<file path="config.mk">
export PLATFORM = sky130hd
export DESIGN_NAME = greedy_line_wrapper_flat
export DESIGN_NICKNAME = d
export VERILOG_FILES = /design/src/hw/rtl/glw_pkg.sv /design/src/hw/rtl/glw_if.sv /design/src/hw/rtl/glw_in_stage.sv /design/src/hw/rtl/glw_core.sv /design/src/hw/rtl/glw_out_reg.sv /design/src/hw/rtl/greedy_line_wrapper.sv /design/src/flat_wrapper.sv
export SDC_FILE = /design/constraint.sdc
export NUM_CORES = 1
export LEC_CHECK = 0
export BUFFER_PORTS_ARGS = -buffer_cell sky130_fd_sc_hd__clkbuf_2
export CORE_ASPECT_RATIO = 0.8
export CORE_MARGIN = 5
export CORE_UTILIZATION = 40
export DETAILED_ROUTE_END_ITERATION = 16
export RECOVER_POWER = 25
export SYNTH_ARGS = -nofsm -noshare
export SYNTH_HDL_FRONTEND = slang
export SYNTH_SLANG_ARGS = --single-unit
</file>
<file path="constraint.sdc">
create_clock -name clk -period 31.1 [get_ports clk]
set_clock_uncertainty 0.2 [all_clocks]
set_input_delay 4.665 -clock clk [delete_from_list [all_inputs] [get_ports clk]]
set_output_delay 4.665 -clock clk [all_outputs]
set_load 0.05 [all_outputs]
</file>
<file path="src/hw/rtl/glw_pkg.sv">
package glw_pkg;

	// Default sizes of offsets/counters and of width accumulators
	localparam int OFFSET_BITS_DEF = 16;
	localparam int WIDTH_BITS_DEF  = 24;

	// Fixed field widths
	localparam int ADVANCE_BITS = 22;
	localparam int BREAK_BITS   = 2;

	// Item operation codes
	localparam logic OP_GLYPH = 1'b0;
	localparam logic OP_END   = 1'b1;

	// Break classes of the byte before a cluster
	localparam logic [BREAK_BITS-1:0] BRK_NONE      = 2'd0;
	localparam logic [BREAK_BITS-1:0] BRK_ALLOWED   = 2'd1;
	localparam logic [BREAK_BITS-1:0] BRK_MANDATORY = 2'd2;

	// Handshake state of the item register, passed to the output register
	typedef struct packed {
		logic fire;      // item leaves the input register this cycle
		logic emit;      // item closes a line
	} glw_flow_t;

endpackage

</file>
<file path="src/hw/rtl/glw_if.sv">
interface glw_glyph_if #(
	parameter int OFFSET_BITS = glw_pkg::OFFSET_BITS_DEF
);
	import glw_pkg::*;

	logic                    valid;
	logic                    ready;
	logic                    operation;
	logic [OFFSET_BITS-1:0]  cluster;
	logic [BREAK_BITS-1:0]   break_before;
	logic [ADVANCE_BITS-1:0] advance;

	modport source (output valid, operation, cluster, break_before, advance, input ready);
	modport sink (input valid, operation, cluster, break_before, advance, output ready);
endinterface

interface glw_line_if #(
	parameter int OFFSET_BITS = glw_pkg::OFFSET_BITS_DEF,
	parameter int WIDTH_BITS  = glw_pkg::WIDTH_BITS_DEF
);
	logic                   valid;
	logic                   ready;
	logic [OFFSET_BITS-1:0] first_glyph;
	logic [OFFSET_BITS-1:0] glyph_count;
	logic [OFFSET_BITS-1:0] byte_offset;
	logic [OFFSET_BITS-1:0] byte_length;
	logic [WIDTH_BITS-1:0]  line_width;
	logic                   final_line;

	modport source (output valid, first_glyph, glyph_count, byte_offset, byte_length,
		line_width, final_line, input ready);
	modport sink (input valid, first_glyph, glyph_count, byte_offset, byte_length,
		line_width, final_line, output ready);
endinterface

</file>
<file path="src/hw/rtl/glw_in_stage.sv">
module glw_in_stage #(
	parameter int OFFSET_BITS = glw_pkg::OFFSET_BITS_DEF
) (
	input  logic                             clk,
	input  logic                             arst_n,
	glw_glyph_if.sink                        glyphs,
	input  logic                             fire,
	output logic                             valid_s1,
	output logic                             operation_s1,
	output logic [OFFSET_BITS-1:0]           cluster_s1,
	output logic [glw_pkg::BREAK_BITS-1:0]   break_before_s1,
	output logic [glw_pkg::ADVANCE_BITS-1:0] advance_s1
);
	import glw_pkg::*;

	logic take;

	// Accept when empty or when the held item moves on this cycle
	assign glyphs.ready = !valid_s1 || fire;
	assign take         = glyphs.valid && glyphs.ready;

	// Track occupancy
	always_ff @(posedge clk or negedge arst_n) begin
		if (!arst_n) begin
			valid_s1 <= 1'b0;
		end else if (take) begin
			valid_s1 <= 1'b1;
		end else if (fire) begin
			valid_s1 <= 1'b0;
		end
	end

	// Capture the payload on each transfer
	always_ff @(posedge clk) begin
		if (take) begin
			operation_s1    <= glyphs.operation;
			cluster_s1      <= glyphs.cluster;
			break_before_s1 <= glyphs.break_before;
			advance_s1      <= glyphs.advance;
		end
	end
endmodule

</file>
<file path="src/hw/rtl/glw_core.sv">
module glw_core #(
	parameter int OFFSET_BITS = glw_pkg::OFFSET_BITS_DEF,
	parameter int WIDTH_BITS  = glw_pkg::WIDTH_BITS_DEF
) (
	input  logic                             clk,
	input  logic                             arst_n,
	input  logic                             fire,
	input  logic                             operation,
	input  logic [OFFSET_BITS-1:0]           cluster,
	input  logic [glw_pkg::BREAK_BITS-1:0]   break_before,
	input  logic [glw_pkg::ADVANCE_BITS-1:0] advance,
	input  logic                             cfg_we,
	input  logic [WIDTH_BITS-1:0]            cfg_wdata,
	output logic                             emit,
	output logic [OFFSET_BITS-1:0]           first_glyph,
	output logic [OFFSET_BITS-1:0]           glyph_count,
	output logic [OFFSET_BITS-1:0]           byte_offset,
	output logic [OFFSET_BITS-1:0]           byte_length,
	output logic [WIDTH_BITS-1:0]            line_width,
	output logic                             final_line
);
	import glw_pkg::*;

	localparam int SUM_BITS = ((WIDTH_BITS > ADVANCE_BITS) ? WIDTH_BITS : ADVANCE_BITS) + 1;
	localparam logic [WIDTH_BITS-1:0] WID_MAX = {WIDTH_BITS{1'b1}};

	// Line state
	logic [WIDTH_BITS-1:0]  wrap_width_q;
	logic [OFFSET_BITS-1:0] glyph_counter_q;
	logic [OFFSET_BITS-1:0] line_start_glyph_q;
	logic [OFFSET_BITS-1:0] line_start_byte_q;
	logic [WIDTH_BITS-1:0]  running_width_q;
	logic [OFFSET_BITS-1:0] break_glyph_q;
	logic [OFFSET_BITS-1:0] break_byte_q;
	logic [WIDTH_BITS-1:0]  width_at_break_q;
	logic                   break_pending_q;

	// Next state
	logic [OFFSET_BITS-1:0] ls_glyph_d;
	logic [OFFSET_BITS-1:0] ls_byte_d;
	logic [WIDTH_BITS-1:0]  run_d;
	logic [OFFSET_BITS-1:0] brk_glyph_d;
	logic [OFFSET_BITS-1:0] brk_byte_d;
	logic [WIDTH_BITS-1:0]  brk_width_d;
	logic                   pending_d;

	logic                   is_end;
	logic                   past_start;
	logic                   mandatory;
	logic                   allowed;
	logic [WIDTH_BITS-1:0]  run_base;
	logic [SUM_BITS-1:0]    adv_x;
	logic [SUM_BITS-1:0]    sum;
	logic [WIDTH_BITS-1:0]  run_sat;
	logic                   wrap;

	assign is_end     = (operation == OP_END);
	assign past_start = (cluster > line_start_byte_q);

	// Decode the break class; the unused code counts as none
	always_comb begin
		mandatory = 1'b0;
		allowed   = 1'b0;
		case (break_before)
			BRK_MANDATORY: mandatory = past_start;
			BRK_ALLOWED:   allowed   = past_start;
			BRK_NONE:      ;
			default:       ;
		endcase
	end

	// Mandatory break restarts the width; then add the advance, saturating
	assign run_base = mandatory ? '0 : running_width_q;
	assign adv_x    = SUM_BITS'(advance) & SUM_BITS'(WID_MAX);
	assign sum      = SUM_BITS'(run_base) + adv_x;
	assign run_sat  = (|sum[SUM_BITS-1:WIDTH_BITS]) ? WID_MAX : sum[WIDTH_BITS-1:0];

	// Record the break point seen at this glyph
	assign brk_glyph_d = allowed ? glyph_counter_q : break_glyph_q;
	assign brk_byte_d  = allowed ? cluster : break_byte_q;
	assign brk_width_d = allowed ? running_width_q : width_at_break_q;

	// Wrap at the pending break once the width passes the limit
	assign wrap = (wrap_width_q != '0) && (run_sat > wrap_width_q)
		&& !mandatory && (allowed || break_pending_q);

	// Line start, width and pending flag after this glyph
	always_comb begin
		ls_glyph_d = line_start_glyph_q;
		ls_byte_d  = line_start_byte_q;
		run_d      = run_sat;
		pending_d  = break_pending_q || allowed;
		if (mandatory) begin
			ls_glyph_d = glyph_counter_q;
			ls_byte_d  = cluster;
			pending_d  = 1'b0;
		end
		if (wrap) begin
			ls_glyph_d = brk_glyph_d;
			ls_byte_d  = brk_byte_d;
			run_d      = (run_sat >= brk_width_d) ? run_sat - brk_width_d : '0;
			pending_d  = 1'b0;
		end
	end

	// Form the closed line
	always_comb begin
		emit        = is_end || mandatory || wrap;
		first_glyph = line_start_glyph_q;
		byte_offset = line_start_byte_q;
		final_line  = is_end;
		if (!is_end && wrap) begin
			glyph_count = brk_glyph_d - line_start_glyph_q;
			byte_length = brk_byte_d - line_start_byte_q;
			line_width  = brk_width_d;
		end else begin
			glyph_count = glyph_counter_q - line_start_glyph_q;
			byte_length = cluster - line_start_byte_q;
			line_width  = running_width_q;
		end
	end

	// Wrap limit register
	always_ff @(posedge clk or negedge arst_n) begin
		if (!arst_n) begin
			wrap_width_q <= '0;
		end else if (cfg_we) begin
			wrap_width_q <= cfg_wdata;
		end
	end

	// Advance the state; an end item clears it
	always_ff @(posedge clk or negedge arst_n) begin
		if (!arst_n) begin
			glyph_counter_q    <= '0;
			line_start_glyph_q <= '0;
			line_start_byte_q  <= '0;
			running_width_q    <= '0;
			break_glyph_q      <= '0;
			break_byte_q       <= '0;
			width_at_break_q   <= '0;
			break_pending_q    <= 1'b0;
		end else if (fire) begin
			if (is_end) begin
				glyph_counter_q    <= '0;
				line_start_glyph_q <= '0;
				line_start_byte_q  <= '0;
				running_width_q    <= '0;
				break_glyph_q      <= '0;
				break_byte_q       <= '0;
				width_at_break_q   <= '0;
				break_pending_q    <= 1'b0;
			end else begin
				glyph_counter_q    <= glyph_counter_q + 1'b1;
				line_start_glyph_q <= ls_glyph_d;
				line_start_byte_q  <= ls_byte_d;
				running_width_q    <= run_d;
				break_glyph_q      <= brk_glyph_d;
				break_byte_q       <= brk_byte_d;
				width_at_break_q   <= brk_width_d;
				break_pending_q    <= pending_d;
			end
		end
	end
endmodule

</file>
<file path="src/hw/rtl/glw_out_reg.sv">
module glw_out_reg #(
	parameter int OFFSET_BITS = glw_pkg::OFFSET_BITS_DEF,
	parameter int WIDTH_BITS  = glw_pkg::WIDTH_BITS_DEF
) (
	input  logic                   clk,
	input  logic                   arst_n,
	input  glw_pkg::glw_flow_t     flow,
	input  logic [OFFSET_BITS-1:0] first_glyph,
	input  logic [OFFSET_BITS-1:0] glyph_count,
	input  logic [OFFSET_BITS-1:0] byte_offset,
	input  logic [OFFSET_BITS-1:0] byte_length,
	input  logic [WIDTH_BITS-1:0]  line_width,
	input  logic                   final_line,
	glw_line_if.source             lines
);
	import glw_pkg::*;

	logic valid_q;

	assign lines.valid = valid_q;

	// Hold a result until its transfer; refill on the same edge
	always_ff @(posedge clk or negedge arst_n) begin
		if (!arst_n) begin
			valid_q <= 1'b0;
		end else if (flow.fire) begin
			valid_q <= flow.emit;
		end else if (lines.ready) begin
			valid_q <= 1'b0;
		end
	end

	// Load the line fields
	always_ff @(posedge clk) begin
		if (flow.fire && flow.emit) begin
			lines.first_glyph <= first_glyph;
			lines.glyph_count <= glyph_count;
			lines.byte_offset <= byte_offset;
			lines.byte_length <= byte_length;
			lines.line_width  <= line_width;
			lines.final_line  <= final_line;
		end
	end
endmodule

</file>
<file path="src/hw/rtl/greedy_line_wrapper.sv">
// Channel   Dir  Carries
// glyphs    in   operation, cluster, break_before, advance
// lines     out  first_glyph, glyph_count, byte_offset, byte_length, line_width, final_line
// cfg       in   cfg_we / cfg_wdata: wrap_width, 18.6 fixed point, 0 = no wrapping
//
// One item per cycle unless a line waits at the output; lines come from the output register.
// The input register feeds the break logic and line state, which load the
// output register in one pass; the state loop (width add, compares) sets the rate.
// Reset clears the line state and the wrap limit; an end item clears the state only.
// A line waiting at the output stalls the input register, which still takes one more item.
module greedy_line_wrapper #(
	parameter int OFFSET_BITS = glw_pkg::OFFSET_BITS_DEF,
	parameter int WIDTH_BITS  = glw_pkg::WIDTH_BITS_DEF
) (
	input  logic                  clk,
	input  logic                  arst_n,
	glw_glyph_if.sink             glyphs,
	glw_line_if.source            lines,
	input  logic                  cfg_we,
	input  logic [WIDTH_BITS-1:0] cfg_wdata
);
	import glw_pkg::*;

	glw_flow_t              flow;
	logic                   valid_s1;
	logic                   operation_s1;
	logic [OFFSET_BITS-1:0] cluster_s1;
	logic [BREAK_BITS-1:0]  break_before_s1;
	logic [ADVANCE_BITS-1:0] advance_s1;
	logic                   emit;
	logic [OFFSET_BITS-1:0] first_glyph;
	logic [OFFSET_BITS-1:0] glyph_count;
	logic [OFFSET_BITS-1:0] byte_offset;
	logic [OFFSET_BITS-1:0] byte_length;
	logic [WIDTH_BITS-1:0]  line_width;
	logic                   final_line;

	// Move the held item on when the output slot is free or drains now
	assign flow.fire = valid_s1 && (!lines.valid || lines.ready);
	assign flow.emit = emit;

	glw_in_stage #(
		.OFFSET_BITS(OFFSET_BITS)
	) u_in_stage (
		.clk            (clk),
		.arst_n         (arst_n),
		.glyphs         (glyphs),
		.fire           (flow.fire),
		.valid_s1       (valid_s1),
		.operation_s1   (operation_s1),
		.cluster_s1     (cluster_s1),
		.break_before_s1(break_before_s1),
		.advance_s1     (advance_s1)
	);

	glw_core #(
		.OFFSET_BITS(OFFSET_BITS),
		.WIDTH_BITS (WIDTH_BITS)
	) u_core (
		.clk         (clk),
		.arst_n      (arst_n),
		.fire        (flow.fire),
		.operation   (operation_s1),
		.cluster     (cluster_s1),
		.break_before(break_before_s1),
		.advance     (advance_s1),
		.cfg_we      (cfg_we),
		.cfg_wdata   (cfg_wdata),
		.emit        (emit),
		.first_glyph (first_glyph),
		.glyph_count (glyph_count),
		.byte_offset (byte_offset),
		.byte_length (byte_length),
		.line_width  (line_width),
		.final_line  (final_line)
	);

	glw_out_reg #(
		.OFFSET_BITS(OFFSET_BITS),
		.WIDTH_BITS (WIDTH_BITS)
	) u_out_reg (
		.clk        (clk),
		.arst_n     (arst_n),
		.flow       (flow),
		.first_glyph(first_glyph),
		.glyph_count(glyph_count),
		.byte_offset(byte_offset),
		.byte_length(byte_length),
		.line_width (line_width),
		.final_line (final_line),
		.lines      (lines)
	);
endmodule

</file>
<file path="src/flat_wrapper.sv">
// flat-port wrapper written by rule: the top's interface ports become plain ports
module greedy_line_wrapper_flat import glw_pkg::*;
#(
	parameter int OFFSET_BITS = glw_pkg::OFFSET_BITS_DEF,
	parameter int WIDTH_BITS  = glw_pkg::WIDTH_BITS_DEF
)
  (clk, arst_n, cfg_we, cfg_wdata, glyphs_valid, glyphs_operation, glyphs_cluster, glyphs_break_before, glyphs_advance, glyphs_ready, lines_valid, lines_first_glyph, lines_glyph_count, lines_byte_offset, lines_byte_length, lines_line_width, lines_final_line, lines_ready);
  glw_glyph_if #(.OFFSET_BITS(OFFSET_BITS)) glyphs_i ();
  glw_line_if #(.OFFSET_BITS(OFFSET_BITS), .WIDTH_BITS(WIDTH_BITS)) lines_i ();
  input  logic clk;
  input  logic arst_n;
  input  logic cfg_we;
  input  logic [WIDTH_BITS-1:0] cfg_wdata;
  input wire logic [$bits(glyphs_i.valid)-1:0] glyphs_valid;
  input wire logic [$bits(glyphs_i.operation)-1:0] glyphs_operation;
  input wire logic [$bits(glyphs_i.cluster)-1:0] glyphs_cluster;
  input wire logic [$bits(glyphs_i.break_before)-1:0] glyphs_break_before;
  input wire logic [$bits(glyphs_i.advance)-1:0] glyphs_advance;
  output wire logic [$bits(glyphs_i.ready)-1:0] glyphs_ready;
  output wire logic [$bits(lines_i.valid)-1:0] lines_valid;
  output wire logic [$bits(lines_i.first_glyph)-1:0] lines_first_glyph;
  output wire logic [$bits(lines_i.glyph_count)-1:0] lines_glyph_count;
  output wire logic [$bits(lines_i.byte_offset)-1:0] lines_byte_offset;
  output wire logic [$bits(lines_i.byte_length)-1:0] lines_byte_length;
  output wire logic [$bits(lines_i.line_width)-1:0] lines_line_width;
  output wire logic [$bits(lines_i.final_line)-1:0] lines_final_line;
  input wire logic [$bits(lines_i.ready)-1:0] lines_ready;
  assign glyphs_i.valid = glyphs_valid;
  assign glyphs_i.operation = glyphs_operation;
  assign glyphs_i.cluster = glyphs_cluster;
  assign glyphs_i.break_before = glyphs_break_before;
  assign glyphs_i.advance = glyphs_advance;
  assign glyphs_ready = glyphs_i.ready;
  assign lines_valid = lines_i.valid;
  assign lines_first_glyph = lines_i.first_glyph;
  assign lines_glyph_count = lines_i.glyph_count;
  assign lines_byte_offset = lines_i.byte_offset;
  assign lines_byte_length = lines_i.byte_length;
  assign lines_line_width = lines_i.line_width;
  assign lines_final_line = lines_i.final_line;
  assign lines_i.ready = lines_ready;
  greedy_line_wrapper #(.OFFSET_BITS(OFFSET_BITS), .WIDTH_BITS(WIDTH_BITS)) u_core (.clk(clk), .arst_n(arst_n), .glyphs(glyphs_i), .lines(lines_i), .cfg_we(cfg_we), .cfg_wdata(cfg_wdata));
endmodule
</file>
# == Word level (Yosys, flattened, before mapping) ==
# Cells that the tools add are included.
# word_totals
regBits,285
in_bits,70
out_inout_bits,91
elab_cells,84
# op_classes
addsub,7
magnitude_cmp,3
n_eq_ne,2
muxes,30
n_reduce_logical,21
# ops
op,count
two-way mux 16 bit,13
two-way mux 24 bit,8
subtractor 16 bit,4
adder 24 x 22 -> 25 bit,1
>= comparator 24 bit,1
> comparator 24 bit,1
nonzero test 24 bit,1
subtractor 24 bit,1
adder 16 x 1 -> 16 bit (second input constant),1
> comparator 16 bit,1
two-way mux 1 bit,9
logical AND 1 bit,7
logical OR 1 bit,5
zero test 1 bit,4
nonzero test 2 bit,2
nonzero test 3 bit,1
== test 2 x 1 -> 1 bit (second input constant),1
== test 2 bit (second input constant),1
AND reduction 2 bit,1

# == Longest topological paths before layout ==
# logic_depth
word_depth,11
ltp_mapped,44
depth_no_buf,40

# == Hierarchy ==
# Synthesis repeated with hierarchy kept, for this count alone.
# unflattened
cells_unflattened,1579
area_unflattened_um2,16532.1
# modules_own_cells
module,n_inst,cells_each,area_per_inst_um2,seq_area_each_um2
glw_core,1,1439,12518.3,3828.7
glw_out_reg,1,93,2717.6,2697.6
glw_in_stage,1,45,1285.0,1256.2
greedy_line_wrapper,1,2,11.3,0.0

# == Least setup slack after synthesis ==
# No wires, ideal clock.
# synth_path
path_kind,in2out
startpoint,input port lines_ready
endpoint,output port glyphs_ready
t_arrival_ps,5148
required_time_ps,26235
slack_ps,21087
cell_stages,1
n_path_buf,0
cell_sequence,nand3b_1
# synth_via
elab_chain_len,3
# synth_lines
element,line,rtl
from (decl),flat_wrapper.sv:27,input wire logic [$bits(lines_i.ready)-1:0] lines_ready;
logical OR 1 bit,greedy_line_wrapper.sv:39,assign flow.fire = valid_s1 && (!lines.valid || lines.ready);
logical AND 1 bit,greedy_line_wrapper.sv:39,
logical OR 1 bit,glw_in_stage.sv:19,assign glyphs.ready = !valid_s1 || fire;
to (decl),flat_wrapper.sv:19,output wire logic [$bits(glyphs_i.ready)-1:0] glyphs_ready;
# No other way between the ends.

# == Worst setup path after layout ==
# layout_path
startpoint,register u_core.u_core.line_start_byte_q[0] (netlist: u_core.u_core.byte_offset[0])
endpoint,register u_core.u_out_reg.lines.glyph_count[15] (data pin)
# layout_via
elab_chain_len,11
word_cells_on_any_way,16
classes_between,2 x add/sub; 2 x order compare; 6 x mux; 6 x reduce/logical
# layout_lines
element,line,rtl
from (decl),glw_core.sv:31,logic [OFFSET_BITS-1:0] line_start_byte_q;
from (signal assigned),glw_core.sv:156,line_start_byte_q <= ls_byte_d;
> comparator 16 bit *,glw_core.sv:58,assign past_start = (cluster > line_start_byte_q);
two-way mux 1 bit,glw_core.sv:64,case (break_before)
two-way mux 24 bit,glw_core.sv:73,assign run_base = mandatory ? '0 : running_width_q;
adder 24 x 22 -> 25 bit,glw_core.sv:75,assign sum = SUM_BITS'(run_base) + adv_x;
two-way mux 24 bit,glw_core.sv:76,assign run_sat = (|sum[SUM_BITS-1:WIDTH_BITS]) ? WID_MAX : sum[WIDTH_BITS-1:0];
> comparator 24 bit,glw_core.sv:84,assign wrap = (wrap_width_q != '0) && (run_sat > wrap_width_q)
logical AND 1 bit,glw_core.sv:84,
logical AND 1 bit (2 in a row),glw_core.sv:85,&& !mandatory && (allowed || break_pending_q);
logical AND 1 bit,glw_core.sv:112,if (!is_end && wrap) begin
two-way mux 16 bit *,glw_core.sv:112,
net u_core.glyph_count[15],greedy_line_wrapper.sv:32,logic [OFFSET_BITS-1:0] glyph_count;
to (decl),glw_if.sv:30,"modport source (output valid, first_glyph, glyph_count, byte_offset, byte_length,"
# Mark *: on every way through the listed nets, which the timed path passes. The rest lies on a longest branch.
# A chain may end at the register's enable or synchronous reset.

==> reports/qor.yml <==
netlist.area_leader.share_pct: 23.48
p_sw_mw: 1.021
r2r-start: "u_core.u_core.byte_offset[0]"
clockPowerShare_pct: 16.6
syn_inst: 1670
utilization_pct: 46.31
cts_setup_buffers: 0
io_buffers: 160
cap_violations: 3
p_sw_share_pct: 46.41
grt_max_degree: 85
start_util_pct: 40.67
drv_slew: 175
ir_worst_vdd_uv: 77.51
die_x_um: 237.9
finalWorstSetupSlack_ns: 20.32
startpoint_type: "flop"
cts_root_buffer: "clkbuf_16"
synth_nets: 1862
p_seq_share_pct: 26.1
wirelength_mm: 46.06
clk_path_buf_depth: 3
cts_buffers: 31
dpl.hpwl_mm: 32.70
reg2reg_slack_ns: 20.32
grtUsageTotal_pct: 19.75
critical_path_class: "reg -> reg"
violations: "capacitance limit, slew limit"
cts_tree: "built"
antenna_found_initial: 1
num_antenna_cells: 0
yosys_warnings: 0
min_period_ns: 10.78
slowest_stage: "or2_1"
ys_seq_elements: 285
status: "finished, violations left"
synth-main-ff-cell: "dfrtp_1"
yosysSeqAreaShare_pct: 46.81
clk_pin_slew_ns: 0.06
rows: 66
drive_above_1_share_pct: 13.65
setup_viol: 0
ctsResizeCount: 0
crit_arrival_ns: 10.90
nNetsFinal: 2000
grt_pass1_vias: 12760
syn_avg_cell_area_um2: 9.956
tns_ns: 0
grt_pass1_wl_mm: 72.38
grt_setup_unrepaired: "false"
synth_area_leader_cell: "edfxtp_1"
hold_viol: 0
fin_crit_sh_pct: 34.67
cts_hold_buf: 0
dr.pass1.iters: 5
drt_iter0_drc: 1115
yosysMostFrequentCell: "nand2_1"
rr_endpoint: "u_core.u_out_reg.lines.glyph_count[15]"
pwr_density_cell_mw_per_mm2: 116.2
gp_congestion: 0.9073
holdPathStages: 0
min_from: "u_core.u_core.first_glyph[13]"
clk_latency_ns: 0.58
combPwrFrac_pct: 57.3
slew_headroom_pct: -234.1
ant_nets: 0
die_h_um: 192.4
synth_edf_count: 130
netlist_area_mm2: 0.01663
htreeDepth: 1
min_to: "u_core.u_out_reg.lines.first_glyph[13]"
finalPower_mw: 2.200
p_int_mw: 1.179
dieArea_mm2: 0.04577
pre_cts_ws_ns: 20.54
area_growth_pct: 13.85
ys_async_sr_fraction_pct: 54.39
worst_pin_slew_ns: 5.012
required_ns: 31.22
whs_ns: 0.2496
reg2reg_depth: 38
clkSinkCount: 285
overflow: 0
num_io_pins: 161
yosys-top-cells-area: "edfxtp_1 (23%), dfrtp_1 (23%), ha_1 (8.8%)"
wl_per_cell_um: 19.39
core_area_mm2: 0.04088
drc: 0
p_leak_nw: 8.535
synthDistinctLibCells: 78
end_kind: "flop"
via_count: 13010
synthTopCellsByCount: "nand2_1 (183), dfrtp_1 (155), o21ai_0 (137)"
max_freq_ghz: 0.09273
drt-vias-per-instance: 5.476
cp_slowest_stage_delay_ns: 0.63
crit_fanout: 34
hold_path_class: "reg -> reg"
[through the flow]
step / std cells / instance area [µm²]
after floorplan: 1670 / 16630
after global placement: 2319 / 17950
after detailed placement: 2319 / 17950
after CTS: 2376 / 18950
after global routing: 2376 / 18930
final: 2376 / 18930
[worst max path at each step]
stage,depth (start not counted),to,from
floorplan,1,glyphs_ready,lines_ready
global placement,38,u_core.u_out_reg.lines.glyph_count[15],u_core.u_core.byte_offset[0]
detailed placement,38,u_core.u_out_reg.lines.glyph_count[15],u_core.u_core.byte_offset[0]
CTS,38,u_core.u_out_reg.lines.glyph_count[15],u_core.u_core.byte_offset[0]
global route,38,u_core.u_out_reg.lines.glyph_count[15],u_core.u_core.byte_offset[0]
finish,38,u_core.u_out_reg.lines.glyph_count[15],u_core.u_core.byte_offset[0]
[metal layers]
layer	track usage [%]	share of wire [%]	routed length, µm
met5	0	0	0
met4	4.527	2.2	1015
met3	2.843	5.2	2402
met2	29.44	43	19590
met1	30.41	50	23050
[sequential cells by signal, summed over array words and instances, names as in the netlist, 2 cells and up]
register,flops
u_core.u_core.first_glyph,16
u_core.u_core.break_byte_q,16
u_core.u_core.break_glyph_q,16
u_core.u_core.width_at_break_q,24
u_core.u_core.wrap_width_q,24
u_core.u_out_reg.lines.byte_length,16
u_core.u_core.byte_offset,16
u_core.u_core.glyph_counter_q,16
u_core.u_out_reg.lines.byte_offset,16
u_core.u_out_reg.lines.line_width,24
u_core.u_in_stage.break_before_s1,2
u_core.u_core.running_width_q,24
u_core.u_in_stage.cluster_s1,16
u_core.u_in_stage.advance_s1,22
u_core.u_out_reg.lines.glyph_count,16
u_core.u_out_reg.lines.first_glyph,16
[layout by cell type, fill, tap and decap left out, types with 6 or more instances in the layout]
master       n
a211oi_1     6
a21o_1      41
a21oi_1    124
a221o_1     11
a22oi_1     18
a31oi_1      8
and2_1       9
and3_1       8
buf_4       13
clkbuf_1    18
clkbuf_16   31
clkbuf_2   150
clkinv_2     6
dfrtp_1    155
edfxtp_1   130
ha_1       117
inv_1       93
mux2_2      17
mux2i_1     60
nand2_1    182
nand2b_1    13
nand3_1     22
nand3b_1     6
nand4_1     19
nor2_1     123
nor2b_1     35
nor3_1      21
nor4_1       8
o21a_1      14
o21ai_0    137
o21ai_1      8
o21bai_1     7
o22ai_1     16
o31ai_1     21
or3_1        9
xnor2_1     38
xor2_1      44
[final cells by class]
| type | count | area [µm²] |
|---|---|---|
| multi-input cells | 1222 | 8215 |
| clock buffers | 42 | 857.1 |
| repair buffers | 174 | 889.6 |
| inverters | 94 | 355.3 |
| well taps | 544 | 680.7 |
| clock inverters | 15 | 147.6 |
| flip-flops and latches | 285 | 7782 |
| fillers | 3892 | 21950 |
[power by group through the flow]
stage          Clock [mW]  Combinational (mW)  Sequential [mW]
3_3_place_gp            0                1.23            0.578
5_1_grt             0.393                1.38            0.584
6_report            0.365                1.26            0.574
3_5_place_dp            0                1.24            0.579
4_1_cts             0.377                1.25            0.573
2_1_floorplan           0               0.815            0.705
[worst max-delay path: cells and delay by family, from the launching register on]
kind | cells | cell delay (ns)
XOR/XNOR | 1 | 0.09
AND/OR/NAND/NOR | 10 | 2.31
multiplexers | 1 | 0.38
flip-flops | 1 | 0.42
buffers and inverters | 2 | 0.74
adder cells (fa/ha/maj) | 6 | 2.08
AO/OA/AOI/OAI | 18 | 4.25
[logic make-up after synthesis]
| family | share of synthesized area, % |
|---|---|
| compound gates | 17.57 |
| xor+xnor | 4.320 |
| fa+ha+maj | 9.407 |
| buf+inv | 3.898 |
| flops | 46.81 |
| mux | 4.764 |
| simple gates | 13.23 |
(Power assumes the default switching activity.)
